$ cat src/rtl/atlp_pkg.sv
// Shared types, constants and command/status structs for the text layout parser.
package atlp_pkg;

  localparam int SEGMENT_DEPTH = 32;
  localparam int GLYPH_WIDTH   = 12;
  localparam int PANEL_WIDTH   = 212;

  localparam int SEG_AW    = $clog2(SEGMENT_DEPTH);
  localparam int FILL_W    = 6;
  localparam int COORD_W   = 16;
  localparam int CFG_IDX_W = 3;

  localparam logic [7:0] NEWLINE_BYTE = 8'd10;

  typedef enum logic [CFG_IDX_W-1:0] {
    CFG_CODE_BLACK  = 3'd0,
    CFG_CODE_RED    = 3'd1,
    CFG_CODE_RIGHT  = 3'd2,
    CFG_CODE_CENTER = 3'd3,
    CFG_CODE_END    = 3'd4,
    CFG_LEFT_MARGIN = 3'd5,
    CFG_TOP_MARGIN  = 3'd6,
    CFG_LINE_PITCH  = 3'd7
  } cfg_reg_t;

  typedef enum logic [2:0] {
    EV_WRITE   = 3'd0,
    EV_CURSOR  = 3'd1,
    EV_COLOR   = 3'd2,
    EV_REFRESH = 3'd3,
    EV_DROP    = 3'd4
  } event_kind_t;

  typedef enum logic [1:0] {
    MODE_START  = 2'd0,
    MODE_LEFT   = 2'd1,
    MODE_RIGHT  = 2'd2,
    MODE_CENTER = 2'd3
  } parse_mode_t;

  typedef enum logic [1:0] {
    CUR_START = 2'd0,
    CUR_LINE  = 2'd1,
    CUR_SEG   = 2'd2
  } cur_sel_t;

  typedef enum logic [2:0] {
    ST_IDLE,
    ST_START_COLOR,
    ST_START_CURSOR,
    ST_BODY,
    ST_NL_CURSOR,
    ST_SEG_CURSOR,
    ST_REPLAY
  } ctrl_state_t;

  typedef struct packed {
    logic        capture;
    logic        emit;
    event_kind_t kind;
    logic        red;
    logic        last;
    logic        from_replay;
    cur_sel_t    cur_sel;
    logic        set_mode;
    parse_mode_t mode_val;
    logic        clear_seg;
    logic        clear_line;
    logic        inc_line;
    logic        store;
    logic        store_color;
    logic        rd_first;
    logic        rd_next;
  } dp_cmd_t;

  typedef struct packed {
    parse_mode_t mode;
    logic        is_zero;
    logic        is_nl;
    logic        is_black;
    logic        is_red;
    logic        is_right;
    logic        is_center;
    logic        is_end;
    logic        seg_full;
    logic        seg_empty;
    logic        rep_last;
    logic        rep_black;
    logic        rep_red;
    logic        out_free;
  } dp_status_t;

endpackage

$ cat src/rtl/atlp_ram.sv
// Generic single-write, single-read RAM with registered read data.
module atlp_ram #(
  parameter int WIDTH = 8,
  parameter int DEPTH = 32,
  localparam int AW = (DEPTH > 1) ? $clog2(DEPTH) : 1
) (
  input  logic             clk,
  input  logic             we,
  input  logic [AW-1:0]    waddr,
  input  logic [WIDTH-1:0] wdata,
  input  logic             re,
  input  logic [AW-1:0]    raddr,
  output logic [WIDTH-1:0] rdata
);

  logic [WIDTH-1:0] mem [DEPTH];

  always_ff @(posedge clk) begin
    if (we) begin
      mem[waddr] <= wdata;
    end
    if (re) begin
      rdata <= mem[raddr];
    end
  end

endmodule

$ cat src/rtl/atlp_datapath.sv
// Datapath: config registers, parse state, segment store, cursor maths, output register.
module atlp_datapath (
  input  logic                           clk,
  input  logic                           rst,
  input  logic                           cfg_valid,
  input  logic [atlp_pkg::CFG_IDX_W-1:0] cfg_index,
  input  logic [7:0]                     cfg_data,
  input  logic [7:0]                     char_code,
  input  atlp_pkg::dp_cmd_t              cmd,
  output atlp_pkg::dp_status_t           status,
  output logic                           event_valid,
  input  logic                           event_stall,
  output logic [2:0]                     event_kind,
  output logic [7:0]                     glyph,
  output logic signed [15:0]             cursor_x,
  output logic signed [15:0]             cursor_y,
  output logic                           color_red,
  output logic                           last_of_run
);

  localparam int FW = atlp_pkg::FILL_W;
  localparam int CW = atlp_pkg::COORD_W;
  localparam int AW = atlp_pkg::SEG_AW;

  logic [7:0] code_black, code_red, code_right, code_center, code_end;
  logic [7:0] left_margin, top_margin, line_pitch;

  atlp_pkg::parse_mode_t mode;
  logic [7:0]    line_index;
  logic [FW-1:0] fill;
  logic [FW-1:0] color_count;
  logic [FW-1:0] idx;
  logic [7:0]    cur_byte;
  logic [7:0]    rdata;
  logic [AW-1:0] raddr;
  logic          out_free;

  logic [FW-1:0]        n_chars;
  logic [CW-1:0]        line_y;
  logic signed [CW-1:0] glyph_span;
  logic signed [CW-1:0] right_x;
  logic signed [CW-1:0] center_v;
  logic signed [CW-1:0] center_x;
  logic signed [CW-1:0] sel_x;
  logic signed [CW-1:0] sel_y;

  // configuration
  always_ff @(posedge clk) begin
    if (rst) begin
      code_black  <= 8'd1;
      code_red    <= 8'd2;
      code_right  <= 8'd3;
      code_center <= 8'd4;
      code_end    <= 8'd5;
      left_margin <= 8'd0;
      top_margin  <= 8'd0;
      line_pitch  <= 8'd16;
    end else if (cfg_valid) begin
      unique case (atlp_pkg::cfg_reg_t'(cfg_index))
        atlp_pkg::CFG_CODE_BLACK:  code_black  <= cfg_data;
        atlp_pkg::CFG_CODE_RED:    code_red    <= cfg_data;
        atlp_pkg::CFG_CODE_RIGHT:  code_right  <= cfg_data;
        atlp_pkg::CFG_CODE_CENTER: code_center <= cfg_data;
        atlp_pkg::CFG_CODE_END:    code_end    <= cfg_data;
        atlp_pkg::CFG_LEFT_MARGIN: left_margin <= cfg_data;
        atlp_pkg::CFG_TOP_MARGIN:  top_margin  <= cfg_data;
        atlp_pkg::CFG_LINE_PITCH:  line_pitch  <= cfg_data;
        default: ;
      endcase
    end
  end

  always_ff @(posedge clk) begin
    if (cmd.capture) begin
      cur_byte <= char_code;
    end
    if (cmd.rd_first) begin
      idx <= '0;
    end else if (cmd.emit && cmd.from_replay) begin
      idx <= idx + FW'(1);
    end
  end

  always_ff @(posedge clk) begin
    if (rst) begin
      mode        <= atlp_pkg::MODE_START;
      line_index  <= '0;
      fill        <= '0;
      color_count <= '0;
    end else begin
      if (cmd.set_mode) begin
        mode <= cmd.mode_val;
      end
      if (cmd.clear_line) begin
        line_index <= '0;
      end else if (cmd.inc_line) begin
        line_index <= line_index + 8'd1;
      end
      if (cmd.clear_seg) begin
        fill        <= '0;
        color_count <= '0;
      end else if (cmd.store) begin
        fill <= fill + FW'(1);
        if (cmd.store_color) begin
          color_count <= color_count + FW'(1);
        end
      end
    end
  end

  assign raddr = cmd.rd_next ? AW'(idx + FW'(1)) : '0;

  atlp_ram #(
    .WIDTH (8),
    .DEPTH (atlp_pkg::SEGMENT_DEPTH)
  ) u_seg_ram (
    .clk   (clk),
    .we    (cmd.store),
    .waddr (fill[AW-1:0]),
    .wdata (cur_byte),
    .re    (cmd.rd_first | cmd.rd_next),
    .raddr (raddr),
    .rdata (rdata)
  );

  // cursor arithmetic, all exact within 16 bits for the parameter ranges
  assign n_chars    = fill - color_count;
  assign line_y     = CW'({8'd0, top_margin}) + ({8'd0, line_index} * {8'd0, line_pitch});
  assign glyph_span = CW'(atlp_pkg::GLYPH_WIDTH) * CW'(n_chars);
  assign right_x    = CW'(atlp_pkg::PANEL_WIDTH) - CW'({8'd0, left_margin}) - glyph_span;
  assign center_v   = CW'(atlp_pkg::PANEL_WIDTH) - glyph_span;
  // halve rounding toward zero
  assign center_x   = (center_v + $signed(CW'(center_v[CW-1]))) >>> 1;

  always_comb begin
    unique case (cmd.cur_sel)
      atlp_pkg::CUR_START: begin
        sel_x = CW'({8'd0, left_margin});
        sel_y = CW'({8'd0, top_margin});
      end
      atlp_pkg::CUR_LINE: begin
        sel_x = CW'({8'd0, left_margin});
        sel_y = line_y;
      end
      atlp_pkg::CUR_SEG: begin
        sel_x = (mode == atlp_pkg::MODE_RIGHT) ? right_x : center_x;
        sel_y = line_y;
      end
      default: begin
        sel_x = '0;
        sel_y = '0;
      end
    endcase
  end

  assign out_free = !event_valid || !event_stall;

  always_ff @(posedge clk) begin
    if (rst) begin
      event_valid <= 1'b0;
    end else if (cmd.emit) begin
      event_valid <= 1'b1;
    end else if (!event_stall) begin
      event_valid <= 1'b0;
    end
  end

  always_ff @(posedge clk) begin
    if (cmd.emit) begin
      event_kind  <= cmd.kind;
      glyph       <= (cmd.kind == atlp_pkg::EV_WRITE) ?
                     (cmd.from_replay ? rdata : cur_byte) : 8'd0;
      cursor_x    <= (cmd.kind == atlp_pkg::EV_CURSOR) ? sel_x : '0;
      cursor_y    <= (cmd.kind == atlp_pkg::EV_CURSOR) ? sel_y : '0;
      color_red   <= (cmd.kind == atlp_pkg::EV_COLOR) ? cmd.red : 1'b0;
      last_of_run <= cmd.last;
    end
  end

  always_comb begin
    status           = '0;
    status.mode      = mode;
    status.is_zero   = (cur_byte == 8'd0);
    status.is_nl     = (cur_byte == atlp_pkg::NEWLINE_BYTE);
    status.is_black  = (cur_byte == code_black);
    status.is_red    = (cur_byte == code_red);
    status.is_right  = (cur_byte == code_right);
    status.is_center = (cur_byte == code_center);
    status.is_end    = (cur_byte == code_end);
    status.seg_full  = (fill >= FW'(atlp_pkg::SEGMENT_DEPTH));
    status.seg_empty = (fill == '0);
    status.rep_last  = ((idx + FW'(1)) == fill);
    status.rep_black = (rdata == code_black);
    status.rep_red   = (rdata == code_red);
    status.out_free  = out_free;
  end

`ifndef SYNTHESIS
  a_no_overwrite: assert property (@(posedge clk) disable iff (rst)
    cmd.emit |-> out_free)
    else $error("result loaded over an item not yet taken");

  a_fill_bound: assert property (@(posedge clk) disable iff (rst)
    fill <= FW'(atlp_pkg::SEGMENT_DEPTH))
    else $error("segment fill beyond store depth");

  a_color_bound: assert property (@(posedge clk) disable iff (rst)
    color_count <= fill)
    else $error("colour count exceeds segment fill");

  a_store_room: assert property (@(posedge clk) disable iff (rst)
    cmd.store |-> !status.seg_full && (mode == atlp_pkg::MODE_RIGHT ||
                                       mode == atlp_pkg::MODE_CENTER))
    else $error("store outside an open segment or into a full store");
`endif

endmodule

$ cat src/rtl/atlp_ctrl.sv
// Controller state machine sequencing the results of each input item.
module atlp_ctrl (
  input  logic                 clk,
  input  logic                 rst,
  input  logic                 char_valid,
  output logic                 char_stall,
  input  atlp_pkg::dp_status_t status,
  output atlp_pkg::dp_cmd_t    cmd
);

  atlp_pkg::ctrl_state_t state, state_next;

  logic go;
  logic seg_close;
  logic open_only;

  assign go        = status.out_free;
  // in a segment only code_end closes, and only when no earlier code matched
  assign seg_close = !status.is_nl && !status.is_black && !status.is_red && status.is_end;
  // after the start results, a segment-open byte adds nothing more
  assign open_only = !status.is_zero && !status.is_nl && !status.is_black &&
                     !status.is_red && (status.is_right || status.is_center);

  always_ff @(posedge clk) begin
    if (rst) begin
      state <= atlp_pkg::ST_IDLE;
    end else begin
      state <= state_next;
    end
  end

  always_comb begin
    state_next = state;
    unique case (state)
      atlp_pkg::ST_IDLE: begin
        if (char_valid) begin
          state_next = (status.mode == atlp_pkg::MODE_START) ?
                       atlp_pkg::ST_START_COLOR : atlp_pkg::ST_BODY;
        end
      end
      atlp_pkg::ST_START_COLOR: begin
        if (go) state_next = atlp_pkg::ST_START_CURSOR;
      end
      atlp_pkg::ST_START_CURSOR: begin
        if (go) state_next = atlp_pkg::ST_BODY;
      end
      atlp_pkg::ST_BODY: begin
        if (status.is_zero) begin
          if (go) state_next = atlp_pkg::ST_IDLE;
        end else if (status.mode == atlp_pkg::MODE_LEFT) begin
          if (status.is_nl) begin
            state_next = atlp_pkg::ST_NL_CURSOR;
          end else if (!status.is_black && !status.is_red &&
                       (status.is_right || status.is_center)) begin
            state_next = atlp_pkg::ST_IDLE;
          end else if (go) begin
            state_next = atlp_pkg::ST_IDLE;
          end
        end else if (seg_close) begin
          state_next = atlp_pkg::ST_SEG_CURSOR;
        end else if (!status.seg_full || go) begin
          state_next = atlp_pkg::ST_IDLE;
        end
      end
      atlp_pkg::ST_NL_CURSOR: begin
        if (go) state_next = atlp_pkg::ST_IDLE;
      end
      atlp_pkg::ST_SEG_CURSOR: begin
        if (go) begin
          state_next = status.seg_empty ? atlp_pkg::ST_IDLE : atlp_pkg::ST_REPLAY;
        end
      end
      atlp_pkg::ST_REPLAY: begin
        if (go && status.rep_last) state_next = atlp_pkg::ST_IDLE;
      end
      default: state_next = atlp_pkg::ST_IDLE;
    endcase
  end

  always_comb begin
    cmd        = '0;
    char_stall = (state != atlp_pkg::ST_IDLE);
    unique case (state)
      atlp_pkg::ST_IDLE: begin
        cmd.capture = char_valid;
      end
      atlp_pkg::ST_START_COLOR: begin
        if (go) begin
          cmd.emit       = 1'b1;
          cmd.kind       = atlp_pkg::EV_COLOR;
          cmd.red        = 1'b1;
          cmd.clear_line = 1'b1;
          cmd.clear_seg  = 1'b1;
          cmd.set_mode   = 1'b1;
          cmd.mode_val   = atlp_pkg::MODE_LEFT;
        end
      end
      atlp_pkg::ST_START_CURSOR: begin
        if (go) begin
          cmd.emit    = 1'b1;
          cmd.kind    = atlp_pkg::EV_CURSOR;
          cmd.cur_sel = atlp_pkg::CUR_START;
          cmd.last    = open_only;
        end
      end
      atlp_pkg::ST_BODY: begin
        if (status.is_zero) begin
          if (go) begin
            cmd.emit      = 1'b1;
            cmd.kind      = atlp_pkg::EV_REFRESH;
            cmd.last      = 1'b1;
            cmd.clear_seg = 1'b1;
            cmd.set_mode  = 1'b1;
            cmd.mode_val  = atlp_pkg::MODE_START;
          end
        end else if (status.mode == atlp_pkg::MODE_LEFT) begin
          if (status.is_nl) begin
            cmd.inc_line = 1'b1;
          end else if (status.is_black || status.is_red) begin
            if (go) begin
              cmd.emit = 1'b1;
              cmd.kind = atlp_pkg::EV_COLOR;
              cmd.red  = !status.is_black;
              cmd.last = 1'b1;
            end
          end else if (status.is_right || status.is_center) begin
            cmd.set_mode  = 1'b1;
            cmd.mode_val  = status.is_right ? atlp_pkg::MODE_RIGHT : atlp_pkg::MODE_CENTER;
            cmd.clear_seg = 1'b1;
          end else if (go) begin
            cmd.emit = 1'b1;
            cmd.kind = atlp_pkg::EV_WRITE;
            cmd.last = 1'b1;
          end
        end else if (!seg_close) begin
          if (!status.seg_full) begin
            cmd.store       = 1'b1;
            cmd.store_color = !status.is_nl && (status.is_black || status.is_red);
          end else if (go) begin
            cmd.emit = 1'b1;
            cmd.kind = atlp_pkg::EV_DROP;
            cmd.last = 1'b1;
          end
        end
      end
      atlp_pkg::ST_NL_CURSOR: begin
        if (go) begin
          cmd.emit    = 1'b1;
          cmd.kind    = atlp_pkg::EV_CURSOR;
          cmd.cur_sel = atlp_pkg::CUR_LINE;
          cmd.last    = 1'b1;
        end
      end
      atlp_pkg::ST_SEG_CURSOR: begin
        if (go) begin
          cmd.emit    = 1'b1;
          cmd.kind    = atlp_pkg::EV_CURSOR;
          cmd.cur_sel = atlp_pkg::CUR_SEG;
          cmd.last    = status.seg_empty;
          if (status.seg_empty) begin
            cmd.clear_seg = 1'b1;
            cmd.set_mode  = 1'b1;
            cmd.mode_val  = atlp_pkg::MODE_LEFT;
          end else begin
            cmd.rd_first = 1'b1;
          end
        end
      end
      atlp_pkg::ST_REPLAY: begin
        if (go) begin
          cmd.emit        = 1'b1;
          cmd.from_replay = 1'b1;
          cmd.kind        = (status.rep_black || status.rep_red) ?
                            atlp_pkg::EV_COLOR : atlp_pkg::EV_WRITE;
          cmd.red         = !status.rep_black && status.rep_red;
          cmd.last        = status.rep_last;
          if (status.rep_last) begin
            cmd.clear_seg = 1'b1;
            cmd.set_mode  = 1'b1;
            cmd.mode_val  = atlp_pkg::MODE_LEFT;
          end else begin
            cmd.rd_next = 1'b1;
          end
        end
      end
      default: ;
    endcase
  end

endmodule

$ cat src/rtl/aligned_text_layout_parser_core.sv
// Top level of the aligned text layout parser: controller, datapath, config port.
//
// One text byte is taken per item whenever the controller is idle; each item then runs to
// completion before the next is accepted. A plain byte is accepted and then gives one result,
// the first byte of a string gives its colour and cursor results first, a newline steps the
// line index and then gives a cursor result, and a byte that is only buffered gives none.
// Closing an aligned segment gives a cursor result, then one result per buffered byte:
// the segment store is a RAM with registered read, and replay fetches the next byte in
// the same cycle the current one is issued. A stall on the result side holds any step that
// issues a result. The segment store needs no clearing after reset. Configuration writes
// are always ready and take effect at once; write them only while no item is in progress.
module aligned_text_layout_parser_core (
  input  logic                           clk,
  input  logic                           rst,
  input  logic                           char_valid,
  output logic                           char_stall,
  input  logic [7:0]                     char_code,
  output logic                           event_valid,
  input  logic                           event_stall,
  output logic [2:0]                     event_kind,
  output logic [7:0]                     glyph,
  output logic signed [15:0]             cursor_x,
  output logic signed [15:0]             cursor_y,
  output logic                           color_red,
  output logic                           last_of_run,
  input  logic                           cfg_valid,
  output logic                           cfg_ready,
  input  logic [atlp_pkg::CFG_IDX_W-1:0] cfg_index,
  input  logic [7:0]                     cfg_data
);

  atlp_pkg::dp_cmd_t    cmd;
  atlp_pkg::dp_status_t status;

  assign cfg_ready = 1'b1;

  atlp_ctrl u_ctrl (
    .clk        (clk),
    .rst        (rst),
    .char_valid (char_valid),
    .char_stall (char_stall),
    .status     (status),
    .cmd        (cmd)
  );

  atlp_datapath u_dp (
    .clk         (clk),
    .rst         (rst),
    .cfg_valid   (cfg_valid & cfg_ready),
    .cfg_index   (cfg_index),
    .cfg_data    (cfg_data),
    .char_code   (char_code),
    .cmd         (cmd),
    .status      (status),
    .event_valid (event_valid),
    .event_stall (event_stall),
    .event_kind  (event_kind),
    .glyph       (glyph),
    .cursor_x    (cursor_x),
    .cursor_y    (cursor_y),
    .color_red   (color_red),
    .last_of_run (last_of_run)
  );

endmodule

$ cat config.mk
export PLATFORM = sky130hd
export DESIGN_NAME = aligned_text_layout_parser_core
export DESIGN_NICKNAME = d
export VERILOG_FILES = /design/src/rtl/atlp_pkg.sv /design/src/rtl/atlp_ram.sv /design/src/rtl/atlp_datapath.sv /design/src/rtl/atlp_ctrl.sv /design/src/rtl/aligned_text_layout_parser_core.sv
export SDC_FILE = /design/constraint.sdc
export NUM_CORES = 1
export LEC_CHECK = 0
export BUFFER_PORTS_ARGS = -buffer_cell sky130_fd_sc_hd__buf_2
export CAP_MARGIN = 20
export CORE_UTILIZATION = 36
export DETAILED_ROUTE_END_ITERATION = 16
export SLEW_MARGIN = 10
export SYNTH_ARGS = -nofsm -noshare
export SYNTH_HDL_FRONTEND = slang
export SYNTH_SLANG_ARGS = --single-unit
export TNS_END_PERCENT = 100
$ cat constraint.sdc
create_clock -name clk -period 12.4 [get_ports clk]
set_clock_uncertainty 0.1 [all_clocks]
set_input_delay 1.24 -clock clk [delete_from_list [all_inputs] [get_ports clk]]
set_output_delay 1.24 -clock clk [all_outputs]
set_load 0.005 [all_outputs]
Word level (Yosys, flattened, before mapping)
Memory sizes are Yosys's and may differ from the RTL's. A register that Yosys moved wholly into a read port is not among the register bits.
Index checks and enable logic that the tools add are counted.
Storage, ports and cells
  RAM bits: 256
  output and inout bits: 48
  register bits: 149
  memories: 1
  bits of input ports: 24
  word-level logic and storage cells: 205
Operators by class
  equality and inequality tests: 35
  add/subtract/negate cells: 10
  reductions and logical operators: 49
  bitwise operators: 1
  $lt $le $gt $ge: 1
  mux-type cells: 84
  multipliers: 2
Memories
  u_dp.u_seg_ram.mem: words 32, width 8, rd ports 1, clocked after Yosys merged registers in 1, wr ports 1, RTL line atlp_ram.sv:16  | logic [WIDTH-1:0] mem [DEPTH];
Operators by type and width (number)
  4-bit 2-to-1 mux: 18
  16-bit one-hot mux with 2 select lines: 2
  8-bit == test: 7
  3-bit 2-to-1 mux: 15
  4-bit one-hot mux with 4 select lines: 2
  1-bit 2-to-1 mux: 29
  3-bit == test (second input constant): 7
  3-bit one-hot mux with 7 select lines: 1
  6-bit by 1-bit adder with 6-bit output (second input constant): 3
  6-bit 2-to-1 mux: 3
  2-bit AND reduction: 9
  16-bit by 2-bit adder with 16-bit output: 1
  8-bit by 16-bit adder with 16-bit output: 1
  8-bit by 8-bit multiplier with 16-bit output: 1
  16-bit 2-to-1 mux: 1
  16-bit by 10-bit subtractor with 16-bit output: 1
  3-bit by 2-bit == test with 1-bit output (second input constant): 5
  5-bit 2-to-1 mux: 3
  1-bit logical AND: 13
  8-bit by 10-bit subtractor with 11-bit output (first input constant): 1
  2-bit 2-to-1 mux: 5
  2-bit by 1-bit inequality test with 1-bit output (second input constant): 5
  3-bit by 1-bit == test with 1-bit output (second input constant): 3
  3-bit zero test: 3
  other kinds (26): 43

Depth between registers and ports, before layout
  word-level depth: 11
  depth in mapped cells: 19
  mapped depth without buffers: 18

By module
From an unflattened synthesis, not the netlist that was laid out.
Second synthesis, totals
  cells, all modules: 1627
  area total of the unflattened synthesis: 20551.0 um^2
Modules (own cells, without submodules)
  atlp_ram: cells an instance 417, times used 1, area an instance 10133.5 um^2, seq. area each 7927.6 um^2
  atlp_datapath: cells an instance 1106, times used 1, area an instance 9743.1 um^2, seq. area each 3453.3 um^2
  atlp_ctrl: cells an instance 102, times used 1, area an instance 663.1 um^2, seq. area each 60.1 um^2
  aligned_text_layout_parser_core: cells an instance 2, times used 1, area an instance 11.3 um^2, seq. area each 0.0 um^2

Worst setup path before layout
No wires, ideal clock.
  kind: input -> register
  start: in event_stall
  end: reg u_dp.color_red, enable pin
  setup slack: 7007 ps
  data required time: 11790 ps
  buffers on the path: 1
  library setup time: 510 ps
  data arrival time: 4783 ps
  stages: 3
  cells stage by stage: and2_1 > clkbuf_1 > o21ai_0
RTL lines
  start: declaration: RTL line aligned_text_layout_parser_core.sv:19  | input logic event_stall,
  end signal: assignment: RTL line atlp_datapath.sv:175  | color_red <= (cmd.kind == atlp_pkg::EV_COLOR) ? cmd.red : 1'b0;
  end: declaration: RTL line atlp_datapath.sv:17  | output logic color_red,

Worst setup path after layout
  start: reg u_dp.line_index[2]
  end: reg u_dp.cursor_y[15], data pin
Between the ends
  word-level cells in the longest chain between the ends: 3
RTL lines
  start: declaration: RTL line atlp_datapath.sv:29  | logic [7:0] line_index;
  start signal: assignment: RTL line atlp_datapath.sv:97  | line_index <= line_index + 8'd1;
  8-bit by 8-bit multiplier with 16-bit output: RTL line atlp_datapath.sv:128  | assign line_y = CW'({8'd0, top_margin}) + ({8'd0, line_index} * {8'd0, line_pitch});
  8-bit by 16-bit adder with 16-bit output: RTL line atlp_datapath.sv:128
  16-bit one-hot mux with 2 select lines: RTL line atlp_datapath.sv:136  | unique case (cmd.cur_sel)
  end signal: assignment: RTL line atlp_datapath.sv:174  | cursor_y <= (cmd.kind == atlp_pkg::EV_CURSOR) ? sel_y : '0;
  end: declaration: RTL line atlp_datapath.sv:16  | output logic signed [15:0] cursor_y,
Every way passes these cells.
A chain may end at the register's enable or synchronous reset.

==> impl_metrics.yaml <==
worst_setup_path:
  slowest_delay_ps: 570
  timing.critical_path.fanout_max: 12
  worstSetupEndpointType: "flip-flop"
  critical_path.cell_chain: "nand2_1, fa_1, inv_1, ha_1, ha_1, inv_1, fa_1, inv_1, ha_1, fa_1, a21o_1, a21oi_1, o21bai_1, a31oi_1, o21ai_0, o41ai_1, xnor2_1, nor2_1"
  r2r_end: "u_dp.cursor_y[15]$_SDFFCE_PP0P_"
  worst-endpoint-arrival_ps: 5180
  timing.setup.critical_path_class: "reg2reg"
  setup.worst_path.start_class: "flip-flop"
  cp_max_stage_cell: "dfxtp_1"
  rr_worst_depth: 18
  r2r_start: "u_dp.line_index[2]$_SDFFE_PP0P_"
  cp_num_buf_inv: 3
  worst-endpoint-required_ps: 12620
  path_delay_family: "adder cells"
  reg2reg_setup_slack_ps: 7440
power:
  powerDensity_nw_per_um2: 150
  pwr-share-clk_pct: 38.6
  power.net_switching_uw: 949
  total_leakage_power_nw: 8.58
  netSwitchingFraction_pct: 26.9
  sequentialPowerShare_pct: 48.1
  worst_ir_drop_vdd_uv: 95.0
  p_comb_share_pct: 13.2
  power_mw: 3.53
  internal_power_mw: 2.58
layout:
  multiInputGateArea_um2: 8700
  fillCellCount: 5508
  area.sequential_um2: 11400
  synthToLayoutAreaGrowth_pct: 12.5
  post_route_cells_drive_above_1_share_pct: 9.53
  insertedDiodeCount: 0
  final_cell_area_um2: 23500
  design.final.nets: 2129
synthesis:
  most_numerous_cell_in_the_yosys_netlist: "nand2_1"
  synth_top_area_share_pct: 45.6
  yosys-top-cells-count: "nand2_1 (360), edfxtp_1 (317), nor2_1 (153), a21oi_1 (138), inv_1 (109)"
  synth_flop_cell: "edfxtp_1"
  synth.cell_area_um2: 20900
  syn-instance-count: 1950
  ys_seq_area_share_pct: 54.8
  yosys_warnings: 0
  synth_edf_count: 317
  synth.ff_latch_count: 413
  synth.net_count: 2088
  avgSynthCellArea_um2: 10.7
  post-synth-top-area-cell: "edfxtp_1"
  post_synthesis_cell_type_count: 75
  share_of_flip_flops_with_an_asynchronous_set_or_reset_after_synthesis_pct: 0
  ys_top_cells_by_area: "edfxtp_1 (46%), dfxtp_1 (9.2%), nand2_1 (6.5%)"
grt:
  vias_in_the_first_global_route: 14300
  grt_max_degree: 74
  grt_pass1_wl_mm: 82.7
  grt.total_usage_pct: 18.1
  grt_antenna_before_repair: 0
  grt_remaining_overflow: 0
detailed_routing:
  finalWirelength_mm: 53.8
  wire_per_inst_um: 19.3
  drt_first_pass_iters: 6
  detail_route.iter0.violations: 1344
  drt.antenna.violating_nets: 0
  drt_drc_violations_left: 0
  detailroute.via_count: 14800
  drt-vias-per-instance: 5.31
hold_path:
  worstHoldStart: "u_dp.code_center[7]$_SDFFE_PP0P_"
  hold_path_class: "reg2reg"
  worst_hold_path.endpoint: "u_dp.code_center[7]$_SDFFE_PP0P_"
  whs_path_depth: 2
clocking:
  tritoncts: "done"
  clk-insertion-delay-late_ps: 590
  cts-root-to-sink-buffers: 3
  cts_post_setup_buffers_inserted: 0
  postCtsHoldBufs: 0
  post_cts.resized_instances: 0
  clkTransAtPathRegs_ps: 60
  clock-root-buffer: "clkbuf_16"
  cts_inserted_buffers: 45
  htreeDepth: 2
  clock-sinks: 413
sta:
  finalCritPeriodShare_pct: 40.0
  setup-violations-final: 0
  slew_violations: 0
  worst-slew-pin-transition_ps: 1060
  post-route-min-period_ps: 4960
  max_clock_freq_mhz: 202
  finalHoldWorstSlack_ps: 368
  hold_viol_final: 0
  rsz0062_at_grt: "no"
  totalNegativeSetupSlack_ps: 0
  post_route_worst_setup_slack_ps: 7440
  slew_headroom_pct: 28.8
floorplan:
  die_width_um: 243
  die_area_um2: 59000
  io_pins: 72
  design.core.area_um2: 56800
  chipHeight_um: 243
  rows: 87
  initial_core_util_pct: 36.7
placed_design:
  dpl_worst_slack_ps: 7120
  io_buffers: 70
  gp_congestion: 0.896
  dpl-instance-area_um2: 22000
  dp_hpwl_mm: 36.3
flow_run:
  max-cap-violations: 0
run_status:
  run_status: "completed"
## sequential cells by signal, summed over array words and instances, names as in the netlist
| signal | count |
|---|---|
| u_dp.line_pitch | 8 |
| u_dp.code_black | 8 |
| u_dp.line_index | 8 |
| u_ctrl.state | 3 |
| u_dp.top_margin | 8 |
| u_dp.mode | 2 |
| u_dp.code_right | 8 |
| u_dp.cur_byte | 8 |
| u_dp.cursor_x | 16 |
| u_dp.u_seg_ram.mem | 256 |
| u_dp.last_of_run | 1 |
| u_dp.glyph | 8 |
| u_dp.code_red | 8 |
| u_dp.code_end | 8 |
| u_dp.color_count | 6 |
| u_dp.fill | 6 |
| u_dp.cursor_y | 16 |
| u_dp.left_margin | 8 |
| u_dp.u_seg_ram.rdata | 8 |
| u_dp.color_red | 1 |
| u_dp.event_valid | 1 |
| u_dp.idx | 6 |
| u_dp.event_kind | 3 |
| u_dp.code_center | 8 |
## metal layers
layer	track usage [%]	wire, um	vias to the layer above
met3	3.08	3770	103
met2	30.2	25700	527
li1	-	-	6900
met1	23.7	22800	7231
met4	6.07	1540	0
met5	0	0	-
## placed cells by master, fill, tap and decap left out, types with 8 or more instances in the layout
master / count
a21oi_1: 137
a21boi_0: 12
ha_1: 67
nand3_1: 36
mux2i_1: 31
a211oi_1: 18
nand4_1: 21
buf_4: 18
dfxtp_1: 95
nor4_1: 23
o21ai_0: 36
nand2b_1: 10
nor3_1: 24
inv_1: 109
xor2_1: 70
xnor2_1: 47
mux2_2: 8
nor2b_1: 18
nor2_1: 153
and3_1: 10
nand2_1: 360
a21o_1: 14
buf_2: 70
fa_1: 47
edfxtp_1: 317
nand3b_1: 11
clkinv_2: 8
and2_1: 40
or3_1: 10
a31oi_1: 24
clkbuf_16: 45
## power by group through the flow
stage,Clock [mW],Sequential (mW),Combinational (mW)
6_report,1.36,1.70,0.467
4_1_cts,1.39,1.70,0.474
5_1_grt,1.44,1.71,0.511
3_3_place_gp,0,1.73,0.468
3_5_place_dp,0,1.73,0.472
2_1_floorplan,0,1.76,0.224
## worst min-delay path, stage by stage, from the launching register on
cell and delay [ps]:
dfxtp_1 310, nand2_1 50, a21oi_1 50
## worst max path at each step
| stage | from | endpoint | cells after the start | slack, ps |
|---|---|---|---|---|
| CTS | u_dp.line_index[3]$_SDFFE_PP0P_ | u_dp.cursor_y[15]$_SDFFCE_PP0P_ | 17 | 7420 |
| floorplan | event_stall | u_dp.color_red$_SDFFCE_PP0P_ | 3 | 7010 |
| global placement | event_stall | u_dp.u_seg_ram.rdata[7]$_DFFE_PP_ | 9 | 7280 |
| finish | u_dp.line_index[2]$_SDFFE_PP0P_ | u_dp.cursor_y[15]$_SDFFCE_PP0P_ | 18 | 7440 |
| global route | u_dp.line_index[2]$_SDFFE_PP0P_ | u_dp.cursor_y[15]$_SDFFCE_PP0P_ | 18 | 7150 |
| detailed placement | event_stall | u_dp.u_seg_ram.rdata[7]$_DFFE_PP_ | 9 | 7120 |
## kinds of logic (layout without fill, tap and decap cells)
logic type	after synthesis	after routing	synth area share [%]
adders and majority gates	114	114	8.52
buffers and inverters	203	279	3.84
DFF	413	413	54.8
and+or+nand+nor	738	738	16.0
AOI/OAI and AO/OA	320	320	9.58
muxes	40	40	2.03
other	1	1	0.0180
xor gates and xnor gates	121	121	5.18
## stage by stage
step	std cells	utilization, %
floorplan	1950	-
global placement	2699	38.7
detailed placement	2699	38.7
CTS	2781	41.3
global route	2782	41.3
finish	2782	41.3
## final cells by class
cell class                 instances  area share (%)
clock buffer                      54            5.02
timing repair buffer              88            2.07
inverter                         109            1.74
sequential                       413            48.7
clock inverter                    28            1.35
tap                              756            4.03
multi-input combinational       1334            37.1
No activity file was read; power rests on OpenSTA's default activity.
